### src/sv/crfd_pkg.sv
// Package for the compact record field decoder.
// Holds the decoder phase and result kind codes, the state and result structs,
// and the fixed widths. Has no dependencies.
package crfd_pkg;

  localparam int unsigned BYTE_W    = 8;
  localparam int unsigned VALUE_W   = 32;
  localparam int unsigned COUNT_W   = 8;
  localparam int unsigned LEFT_W    = 6;
  localparam int unsigned ILEN_W    = 5;
  localparam int unsigned INT_BYTES = 4;

  localparam logic [LEFT_W-1:0] STR_LEN_MASK = 6'h3F;
  localparam logic [ILEN_W-1:0] INT_LEN_MASK = 5'h1F;

  typedef enum logic [1:0] {
    PH_COUNT  = 2'd0,
    PH_HEADER = 2'd1,
    PH_STRING = 2'd2,
    PH_INT    = 2'd3
  } phase_t;

  typedef enum logic [2:0] {
    KIND_COUNT = 3'd0,
    KIND_UINT  = 3'd1,
    KIND_SINT  = 3'd2,
    KIND_SBYTE = 3'd3,
    KIND_EMPTY = 3'd4
  } kind_t;

  typedef struct packed {
    phase_t              phase;
    logic [COUNT_W-1:0]  structs_left;
    logic [LEFT_W-1:0]   bytes_left;
    logic [VALUE_W-1:0]  gathered_value;
    logic [ILEN_W-1:0]   int_length;
    logic                field_signed;
    logic                field_is_last;
  } crfd_state_t;

  typedef struct packed {
    kind_t               kind;
    logic [VALUE_W-1:0]  value;
    logic                field_done;
    logic                struct_done;
    logic                record_done;
  } crfd_result_t;

endpackage

### src/sv/crfd_step.sv
// Combinational decode of one stream byte against the current decoder state.
// Produces the next state and at most one result word. Depends on crfd_pkg.
module crfd_step import crfd_pkg::*; (
  input  crfd_state_t         state,
  input  logic [BYTE_W-1:0]   stream_byte,
  output crfd_state_t         state_next,
  output logic                res_valid,
  output crfd_result_t        res
);

  logic [VALUE_W-1:0] shifted;
  logic [VALUE_W-1:0] int_value;
  logic [LEFT_W-1:0]  left_dec;
  logic               fdone;
  logic               is_last;

  assign shifted  = {state.gathered_value[VALUE_W-BYTE_W-1:0], stream_byte};
  assign left_dec = state.bytes_left - LEFT_W'(1);

  always_comb begin
    int_value = shifted;
    if (state.field_signed && (32'(state.int_length) <= INT_BYTES)) begin
      case (state.int_length)
        5'd1: int_value = {{24{shifted[7]}}, shifted[7:0]};
        5'd2: int_value = {{16{shifted[15]}}, shifted[15:0]};
        5'd3: int_value = {{8{shifted[23]}}, shifted[23:0]};
        default: int_value = shifted;
      endcase
    end
  end

  always_comb begin
    state_next      = state;
    res_valid       = 1'b0;
    res.kind        = KIND_COUNT;
    res.value       = '0;
    res.field_done  = 1'b0;
    res.struct_done = 1'b0;
    res.record_done = 1'b0;
    fdone           = 1'b0;
    is_last         = state.field_is_last;
    unique case (state.phase)
      PH_COUNT: begin
        state_next.structs_left  = stream_byte;
        state_next.field_is_last = 1'b0;
        res_valid       = 1'b1;
        res.kind        = KIND_COUNT;
        res.value       = VALUE_W'(stream_byte);
        res.record_done = (stream_byte == '0);
        state_next.phase = (stream_byte == '0) ? PH_COUNT : PH_HEADER;
      end
      PH_HEADER: begin
        is_last = stream_byte[7];
        state_next.field_is_last = stream_byte[7];
        if (stream_byte[6]) begin
          state_next.bytes_left   = stream_byte[LEFT_W-1:0] & STR_LEN_MASK;
          state_next.field_signed = 1'b0;
          if ((stream_byte[LEFT_W-1:0] & STR_LEN_MASK) == '0) begin
            res_valid = 1'b1;
            res.kind  = KIND_EMPTY;
            fdone     = 1'b1;
          end else begin
            state_next.phase = PH_STRING;
          end
        end else begin
          state_next.field_signed   = stream_byte[5];
          state_next.int_length     = stream_byte[ILEN_W-1:0] & INT_LEN_MASK;
          state_next.bytes_left     = LEFT_W'(stream_byte[ILEN_W-1:0] & INT_LEN_MASK);
          state_next.gathered_value = '0;
          if ((stream_byte[ILEN_W-1:0] & INT_LEN_MASK) == '0) begin
            res_valid = 1'b1;
            res.kind  = stream_byte[5] ? KIND_SINT : KIND_UINT;
            fdone     = 1'b1;
          end else begin
            state_next.phase = PH_INT;
          end
        end
      end
      PH_STRING: begin
        state_next.bytes_left = left_dec;
        res_valid = 1'b1;
        res.kind  = KIND_SBYTE;
        res.value = VALUE_W'(stream_byte);
        fdone     = (left_dec == '0);
      end
      PH_INT: begin
        state_next.gathered_value = shifted;
        state_next.bytes_left     = left_dec;
        if (left_dec == '0) begin
          res_valid = 1'b1;
          res.kind  = state.field_signed ? KIND_SINT : KIND_UINT;
          res.value = int_value;
          fdone     = 1'b1;
        end
      end
      default: begin
        state_next.phase = PH_COUNT;
      end
    endcase

    // A completed field moves on to the next header, the next struct, or a new record.
    if (fdone) begin
      res.field_done   = 1'b1;
      state_next.phase = PH_HEADER;
      if (is_last) begin
        res.struct_done = 1'b1;
        if (state.structs_left <= COUNT_W'(1)) begin
          res.record_done         = 1'b1;
          state_next.structs_left = '0;
          state_next.phase        = PH_COUNT;
        end else begin
          state_next.structs_left = state.structs_left - COUNT_W'(1);
        end
      end
    end
  end

endmodule

### src/sv/crfd_out_buf.sv
// Two-entry output buffer that holds result words until the consumer takes them.
// Its full flag comes from registers only. Depends on crfd_pkg.
module crfd_out_buf import crfd_pkg::*; (
  input  logic         clk,
  input  logic         rst,
  input  logic         push,
  input  crfd_result_t push_data,
  output logic         full,
  output logic         out_valid,
  input  logic         out_stall,
  output crfd_result_t out_data
);

  crfd_result_t entries [2];
  logic         wr_ptr;
  logic         rd_ptr;
  logic [1:0]   count;
  logic [1:0]   count_next;
  logic         pop;

  assign full      = (count == 2'd2);
  assign out_valid = (count != 2'd0);
  assign out_data  = entries[rd_ptr];
  assign pop       = out_valid && !out_stall;

  always_comb begin
    count_next = count;
    if (push && !pop) begin
      count_next = count + 2'd1;
    end else if (pop && !push) begin
      count_next = count - 2'd1;
    end
  end

  always_ff @(posedge clk) begin
    if (rst) begin
      wr_ptr <= 1'b0;
      rd_ptr <= 1'b0;
      count  <= 2'd0;
    end else begin
      count <= count_next;
      if (push) begin
        wr_ptr <= ~wr_ptr;
      end
      if (pop) begin
        rd_ptr <= ~rd_ptr;
      end
    end
  end

  always_ff @(posedge clk) begin
    if (push) begin
      entries[wr_ptr] <= push_data;
    end
  end

endmodule

### src/sv/compact_record_field_decoder.sv
// Top level of the compact record field decoder.
// Instantiates crfd_step and crfd_out_buf; depends on crfd_pkg.
//
// The decoder takes one stream byte per cycle and returns at most one result word
// per byte: the record count, a gathered integer, a string byte or an empty string,
// with field, struct and record completion flags. A byte sits in an input register
// until it is decoded against the field state while it sits there, and its result
// enters a two-entry output buffer. A result is offered once its byte has passed
// through the input register and then the output buffer, behind any older words. The
// sustained rate is one byte per clock; the input stalls only when the staged byte
// has a full output buffer ahead of it.
module compact_record_field_decoder import crfd_pkg::*; (
  input  logic                clk,
  input  logic                rst,
  input  logic                in_valid,
  output logic                in_stall,
  input  logic [BYTE_W-1:0]   stream_byte,
  output logic                out_valid,
  input  logic                out_stall,
  output logic [2:0]          item_kind,
  output logic [VALUE_W-1:0]  item_value,
  output logic                field_done,
  output logic                struct_done,
  output logic                record_done
);

  logic              s1_valid;
  logic [BYTE_W-1:0] s1_byte;
  logic              s1_fire;
  logic              buf_full;
  crfd_state_t       state;
  crfd_state_t       state_next;
  logic              res_valid;
  crfd_result_t      res;
  crfd_result_t      out_data;

  assign in_stall = s1_valid && buf_full;
  assign s1_fire  = s1_valid && !buf_full;

  always_ff @(posedge clk) begin
    if (rst) begin
      s1_valid <= 1'b0;
    end else if (in_valid && !in_stall) begin
      s1_valid <= 1'b1;
    end else if (s1_fire) begin
      s1_valid <= 1'b0;
    end
  end

  always_ff @(posedge clk) begin
    if (in_valid && !in_stall) begin
      s1_byte <= stream_byte;
    end
  end

  always_ff @(posedge clk) begin
    if (rst) begin
      state.phase          <= PH_COUNT;
      state.structs_left   <= '0;
      state.bytes_left     <= '0;
      state.gathered_value <= '0;
      state.int_length     <= '0;
      state.field_signed   <= 1'b0;
      state.field_is_last  <= 1'b0;
    end else if (s1_fire) begin
      state <= state_next;
    end
  end

  crfd_step u_step (
    .state       (state),
    .stream_byte (s1_byte),
    .state_next  (state_next),
    .res_valid   (res_valid),
    .res         (res)
  );

  crfd_out_buf u_out_buf (
    .clk       (clk),
    .rst       (rst),
    .push      (s1_fire && res_valid),
    .push_data (res),
    .full      (buf_full),
    .out_valid (out_valid),
    .out_stall (out_stall),
    .out_data  (out_data)
  );

  assign item_kind   = out_data.kind;
  assign item_value  = out_data.value;
  assign field_done  = out_data.field_done;
  assign struct_done = out_data.struct_done;
  assign record_done = out_data.record_done;

  a_struct_needs_field: assert property (@(posedge clk) disable iff (rst)
    (out_valid && struct_done) |-> field_done)
    else $error("struct_done without field_done");

  a_record_end_source: assert property (@(posedge clk) disable iff (rst)
    (out_valid && record_done) |-> (item_kind == KIND_COUNT || struct_done))
    else $error("record_done on a word that ends no struct and is no count");

  a_count_not_field: assert property (@(posedge clk) disable iff (rst)
    (out_valid && item_kind == KIND_COUNT) |-> !field_done)
    else $error("count word marked as completing a field");

  a_stall_holds_byte: assert property (@(posedge clk) disable iff (rst)
    in_stall |=> s1_valid && $stable(s1_byte))
    else $error("staged byte lost while input was stalled");

endmodule
### config.mk
export PLATFORM = sky130hd
export DESIGN_NAME = compact_record_field_decoder
export DESIGN_NICKNAME = d
export VERILOG_FILES = /design/src/sv/crfd_pkg.sv /design/src/sv/crfd_step.sv /design/src/sv/crfd_out_buf.sv /design/src/sv/compact_record_field_decoder.sv
export SDC_FILE = /design/constraint.sdc
export NUM_CORES = 1
export LEC_CHECK = 0
export BUFFER_PORTS_ARGS = -buffer_cell sky130_fd_sc_hd__buf_2
export CAP_MARGIN = 20
export CORE_UTILIZATION = 46
export DETAILED_ROUTE_END_ITERATION = 8
export GPL_TIMING_DRIVEN = 0
export SYNTH_ARGS = -nofsm -noshare
export SYNTH_HDL_FRONTEND = slang
export SYNTH_SLANG_ARGS = --single-unit
### constraint.sdc
create_clock -name clk -period 4.15 [get_ports clk]
set_input_delay 0 -clock clk [delete_from_list [all_inputs] [get_ports clk]]
set_output_delay 0 -clock clk [all_outputs]
set_load 0.01 [all_outputs]
== Word-level counts from Yosys, hierarchy flattened ==
Memories as Yosys holds them, arrays and structs flattened. A register that Yosys moved wholly into a read port is not among the register bits.
Index checks and enable logic that the tools add are counted.

* Register bits: 60
* Memory bits (writable): 76
* Memories kept: 1
* Word-level logic and storage cells: 110
* Input bits: 12
* Output and inout bits: 40

* Multiplexer cells: 45
* Add/sub/neg operators: 4
* Reduce and logical (&&, ||, !) cells: 33
* Eq/ne operators: 10
* Bitwise operators: 3
* Magnitude comparators: 2

{| class="wikitable"
|+ Memories
! memory !! words !! bits a word !! read ports !! clocked after Yosys merged registers in !! wr ports !! RTL line !! RTL
|-
| u_out_buf.entries || 2 || 38 || 1 || 1 || 1 || crfd_out_buf.sv:14 || <nowiki>crfd_result_t entries [2];</nowiki>
|}

{| class="wikitable"
|+ Operator list
! cell !! count
|-
| one-hot mux 32 bit (3 select lines) || 1
|-
| one-hot mux 32 bit (2 select lines) || 1
|-
| one-hot mux 24 bit (2 select lines) || 1
|-
| two-way mux 35 bit || 1
|-
| two-way mux 32 bit || 1
|-
| two-way mux 29 bit || 1
|-
| two-way mux 10 bit || 2
|-
| two-way mux 1 bit || 16
|-
| two-way mux 2 bit || 8
|-
| two-way mux 8 bit || 2
|-
| logical NOT 6 bit || 2
|-
| two-way mux 3 bit || 4
|-
| one-hot mux 3 bit (4 select lines) || 1
|-
| one-hot mux 6 bit (2 select lines) || 1
|-
| nonzero test 2 bit || 6
|-
| equality test 5 x 2 -> 1 bit (second input constant) || 2
|-
| <= comparator 8 x 1 -> 1 bit (second input constant) || 1
|-
| logical AND 1 bit || 8
|-
| logical NOT 8 bit || 1
|-
| inequality test 4 x 3 -> 1 bit (second input constant) || 2
|-
| subtractor 8 x 1 -> 8 bit (second input constant) || 1
|-
| equality test 2 bit (second input constant) || 3
|-
| two-way mux 6 bit || 1
|-
| one-hot mux 1 bit (3 select lines) || 2
|-
| 18 further kinds || 28
|}

== Logic depth before layout (Yosys ltp) ==
* Word-level depth: 9
* Gate-level depth with buffers: 10

== Cells and area by module ==
From an unflattened synthesis, not the netlist that was laid out.

* Cells, all modules: 645
* Area, all modules: 7388.3 um^2

{| class="wikitable"
|+ By module, submodules not included
! module !! area each (um^2) !! times used !! cells an instance !! seq. area each (um^2)
|-
| crfd_out_buf || 2956.6 || 1 || 140 || 2382.3
|-
| compact_record_field_decoder || 2896.5 || 1 || 265 || 1361.3
|-
| crfd_step || 1535.2 || 1 || 240 || 0.0
|}

== Worst setup path after synthesis ==
OpenSTA, ideal clock, no wires.

* Path kind: register to register
* Start: reg, netlist name state[39]
* End: mem u_out_buf.entries[0][0] (netlist name), enable pin
* Arrival time: 3.267 ns
* Slack: 0.445 ns
* Clock period less this slack: 3.705 ns
* Data required time: 3.712 ns
* Setup time: 0.438 ns
* Cell stages (with the launch flop): 8
* Path through: dfxtp_1 inv_1 ha_1 xnor2_1 and4_4 nand2_1 a31oi_1 nor2b_1

* Cells in the longest elaborated chain, start to end: 7

{| class="wikitable"
|+ Ends and longest elaborated chain
! what !! RTL line !! RTL
|-
| subtractor 6 x 1 -> 6 bit || crfd_step.sv:18 || <nowiki>assign left_dec = state.bytes_left - LEFT_W'(1);</nowiki>
|-
| logical NOT 6 bit || crfd_step.sv:89 || <nowiki>if (left_dec == '0) begin</nowiki>
|-
| two-way mux 1 bit || crfd_step.sv:89 ||
|-
| one-hot mux 1 bit (3 select lines) || crfd_step.sv:42 || <nowiki>unique case (state.phase)</nowiki>
|-
| logical AND 1 bit || compact_record_field_decoder.sv:81 || <nowiki>.push (s1_fire && res_valid),</nowiki>
|-
| via u_out_buf.push || crfd_out_buf.sv:6 || <nowiki>input logic push,</nowiki>
|-
| two-way mux 1 bit || crfd_out_buf.sv:52 || <nowiki>if (push) begin</nowiki>
|-
| two-way mux 1 bit (not written as such) || crfd_out_buf.sv:53 || <nowiki>entries[wr_ptr] <= push_data;</nowiki>
|-
| end, declared || crfd_out_buf.sv:14 ||
|}

The timed path passes the listed nets, and every way through them passes these cells.

== Final worst setup path ==
* Start: reg, netlist name state[39]
* End: mem u_out_buf.entries[0][14] (netlist name), enable pin

* Cells in the longest elaborated chain, start to end: 7

{| class="wikitable"
|+ Ends and longest elaborated chain
! what !! RTL line
|-
| subtractor 6 x 1 -> 6 bit || crfd_step.sv:18
|-
| logical NOT 6 bit || crfd_step.sv:89
|-
| two-way mux 1 bit || crfd_step.sv:89
|-
| one-hot mux 1 bit (3 select lines) || crfd_step.sv:42
|-
| logical AND 1 bit || compact_record_field_decoder.sv:81
|-
| via u_out_buf.push || crfd_out_buf.sv:6
|-
| two-way mux 1 bit || crfd_out_buf.sv:52
|-
| two-way mux 1 bit (not written as such) || crfd_out_buf.sv:53
|}

The timed path passes the listed nets, and every way through them passes these cells.

==> flow_summary_export.csv <==
group,metric,value,unit
outcome,status,"finished clean",
floorplan,boundaryPins,52,
cells_and_area,n_antenna_cell,0,
synthesis,synthCells,549,
worst_setup_path,crit_chain,"inv_1 -> ha_1 -> xnor2_1 -> and4_4 -> nand2_1 -> a31oi_1 -> nor2b_4 -> buf_12",
worst_setup_path,worstPathArrival,3160,ps
floorplan,dieWidth,117,microns
cells_and_area,final_net_count,648,
global_routing,grt_pass1_wl,22100,microns
worst_setup_path,path_max_fanout,28,
timing,period_share,0.736,
clock_network,numCtsBuffers,17,
routing,wire_per_inst,16.7,microns
placed_design,gp_congestion,0.857,
synthesis,synth_top_family_by_area,"simple AND/OR/NAND/NOR gates",
synthesis,synthSimpleGateAreaFrac,0.146,
timing,rsz0062_at_grt,"false",
floorplan,start_util,0.478,
synthesis,synth_area_per_cell,11.2,sq um
worst_setup_path,cp-end-kind,"flop",
synthesis,synth-main-ff-cell,"edfxtp_1",
floorplan,die_height,117,microns
timing,fin_skew,6.73,ps
clock_network,post_cts_buffers,0,
clock_network,clkTransAtPathRegs,50,ps
synthesis,synthAdderAreaFrac,0.0102,
timing,fin_ws,1090,ps
clock_network,clock-sinks,137,
worst_setup_path,path_buf_inv,2,
global_routing,use_met2,0.309,
worst_setup_path,cp_top_family,"simple AND/OR/NAND/NOR gates",
timing,fmax,0.327,GHz
timing,setup_viol,0,
worst_setup_path,critPathKind,"flop to flop",
global_routing,track_usage,0.207,
worst_setup_path,cp_data_required_time,4260,ps
timing,relSlewSlack,0.476,
synthesis,ys_ff_latch,137,
routing,drc,0,
routing,vias,4511,
synthesis,yosysTopAreaCell,"edfxtp_1",
timing,finalSetupTns,0,ps
hold_path,hold_end,"u_out_buf.rd_ptr",
worst_setup_path,slowest_delay,520,ps
global_routing,antenna_found_initial,0,
hold_path,whs_path_depth,4,
floorplan,dieArea,0.0138,sq mm
global_routing,overflow,0,
synthesis,yosys-top-cells-area,"edfxtp_1 41%, dfxtp_1 17%, mux2_2 7.5%",
clock_network,clock_latency,420,ps
synthesis,synth_top_area_share,0.411,
timing,fin_crit,3060,ps
synthesis,synthArstFlopShare,0,
global_routing,use_met3,0.0467,
routing,dr.pass1.iters,5,
hold_path,worstHoldPathType,"input port to flop",
worst_setup_path,critPathLaunchType,"flop",
clock_network,cts_tree,"built",
worst_setup_path,reg2reg_depth,8,
synthesis,synth-edff-count,84,
timing,worst_slew_pin_slew,764,ps
synthesis,syn_nets,566,
clock_network,clockRootBuffer,"clkbuf_16",
floorplan,rows,41,
power,total_power,0.00379,W
placed_design,portBuffers,51,
synthesis,muxShareOfSynthArea,0.101,
routing,drtIter0Drc,336,
power,vdd_drop_max,354,uV
synthesis,yosysWarnings,0,
global_routing,grtUsageMet1,0.293,
global_routing,grt_pass1_vias,4247,
routing,wl,13600,microns
clock_network,cts-htree-levels,4,
timing,finalMaxSlewViolations,0,
worst_setup_path,crit_slowest_cell,"nor2b_4",
cells_and_area,area_delta_synth_final,18.6,%
worst_setup_path,worst-r2r-setup-slack,1090,ps
synthesis,synth_xor_area_frac,0.0100,
worst_setup_path,regToRegStartpoint,"state[39]",
routing,ant_nets,0,
timing,holdWs,93.6,ps
global_routing,grt_max_degree,29,
cells_and_area,final_layout_size_suffix_gt1_frac,0.220,
synthesis,synth_seq_area_share,0.584,
power,leakagePower,2.58,nW
worst_setup_path,timing.rr.end,"u_out_buf.entries[0][14]",
job,maxCapViolCount,0,
floorplan,coreArea,0.0128,sq mm
clock_network,clockBufferDepth,2,
global_routing,grt_most_used_layer,"met2",
power,powerDensity,521,mW/mm^2
placed_design,dp_slack,1090,ps
synthesis,synth_compound_area_frac,0.120,
synthesis,ys_types,56,
timing,hold_viol_final,0,
placed_design,post-dp-hpwl,9340,microns
routing,routed_via_density,5.53,
hold_path,min_from,"out_stall",
synthesis,syn_area,0.00613,sq mm
synth_stat cells, types with 3 or more instances:
library cell   n
edfxtp_1      84
nand2_1       64
a21oi_1       63
dfxtp_1       53
mux2_2        41
nor2_1        37
nand3_1       27
o21ai_0       24
clkbuf_1      23
mux2i_1       16
and2_1        12
inv_1          7
nor2b_1        6
a21o_1         5
a32o_1         5
ha_1           5
nand2b_1       5
nand4_1        4
nor3_1         4
nor4_1         4
or2_2          4
xnor2_1        4
a2bb2oi_1      3
a31oi_1        3
clkbuf_8       3
o31ai_1        3
xor2_1         3
worst max-delay path by stage:
| stage | start | to | slack [ps] | cells after the start |
|---|---|---|---|---|
| floorplan | state[39] | u_out_buf.entries[0][0] | 450 | 7 |
| global placement | state[39] | u_out_buf.entries[0][23] | -1100 | 7 |
| detailed placement | state[39] | u_out_buf.entries[0][23] | 1090 | 8 |
| CTS | state[39] | u_out_buf.entries[0][15] | 1080 | 8 |
| global route | state[39] | u_out_buf.entries[0][35] | 890 | 8 |
| finish | state[39] | u_out_buf.entries[0][14] | 1090 | 8 |
kinds of logic after synthesis:
kind of cell / Yosys count
adder cells (fa/ha/maj): 5
AO/OA/AOI/OAI: 122
multiplexers: 57
flip-flops: 137
XOR/XNOR: 7
AND/OR/NAND/NOR: 184
buffers and inverters: 37
report_power, final:
group | switching, W | internal (W) | leakage, nW
registers | 0.0000643 | 0.00156 | 1.25
logic | 0.000461 | 0.000375 | 1.08
clock network | 0.000537 | 0.000784 | 0.255
total | 0.00106 | 0.00272 | 2.58
through the flow:
step | std cells | instance area (sq um) | utilization
6_report | 816 | 7270 | 0.567
3_5_place_dp | 774 | 6650 | 0.519
3_3_place_gp | 772 | 6600 | 0.515
2_1_floorplan | 549 | 6130 | -
5_1_grt | 816 | 7270 | 0.567
4_1_cts | 816 | 7270 | 0.567
cell usage in the layout (no fill, tap or decap), types with 3 or more instances in the layout:
cell and instances:
a21o_1 5, a21oi_1 63, a2bb2oi_1 3, a31oi_1 3, a32o_1 5, and2_1 11, buf_2 51, clkbuf_1 26
clkbuf_16 17, clkbuf_8 5, clkinv_1 3, clkinv_2 5, dfxtp_1 53, dlygate4sd3_1 10, edfxtp_1 84, ha_1 5
inv_1 7, mux2_2 41, mux2i_1 16, nand2_1 64, nand2b_1 5, nand3_1 27, nand4_1 4, nor2_1 37
nor2b_1 5, nor3_1 4, nor4_1 4, o21ai_0 24, o31ai_1 3, or2_2 4, xnor2_1 4, xor2_1 3
flip-flops by register name, summed over array words and instances (netlist names), named ones only:
name	cells
u_out_buf.rd_ptr	1
s1_valid	1
u_out_buf.wr_ptr	1
state	47
u_out_buf.entries	76
s1_byte	8
u_out_buf.count	2
final cells by class:
type                    instances  area, sq um
multi-input cells             375         2390
flip-flops and latches        137         3580
well taps                     172          215
repair buffers                 63          395
clock buffers                  22          464
fillers                      1116         5550
inverters                       9         33.8
plain buffers                  28          136
clock inverters                10         56.3
timing repair:
action / 4_1_cts / 5_1_grt
gates resized for setup: 0 / 0
hold endpoints to repair: 12 / 0
hold buffers: 10 / 0
per-layer routing:
layer | vias up | wire length, microns | share of wire
met3 | 20 | 853 | 0.063
li1 | 2184 | - | -
met2 | 163 | 6050 | 0.44
met4 | 0 | 227 | 0.017
met5 | - | 0 | 0
met1 | 2144 | 6470 | 0.48
tightest hold or removal path: cells and delay by family:
| kind | cells | cell delay, ps |
|---|---|---|
| and+or+nand+nor | 2 | 250 |
| buffers and inverters | 1 | 70 |
| xor gates and xnor gates | 1 | 150 |
Power figures use the tool's default switching activity.
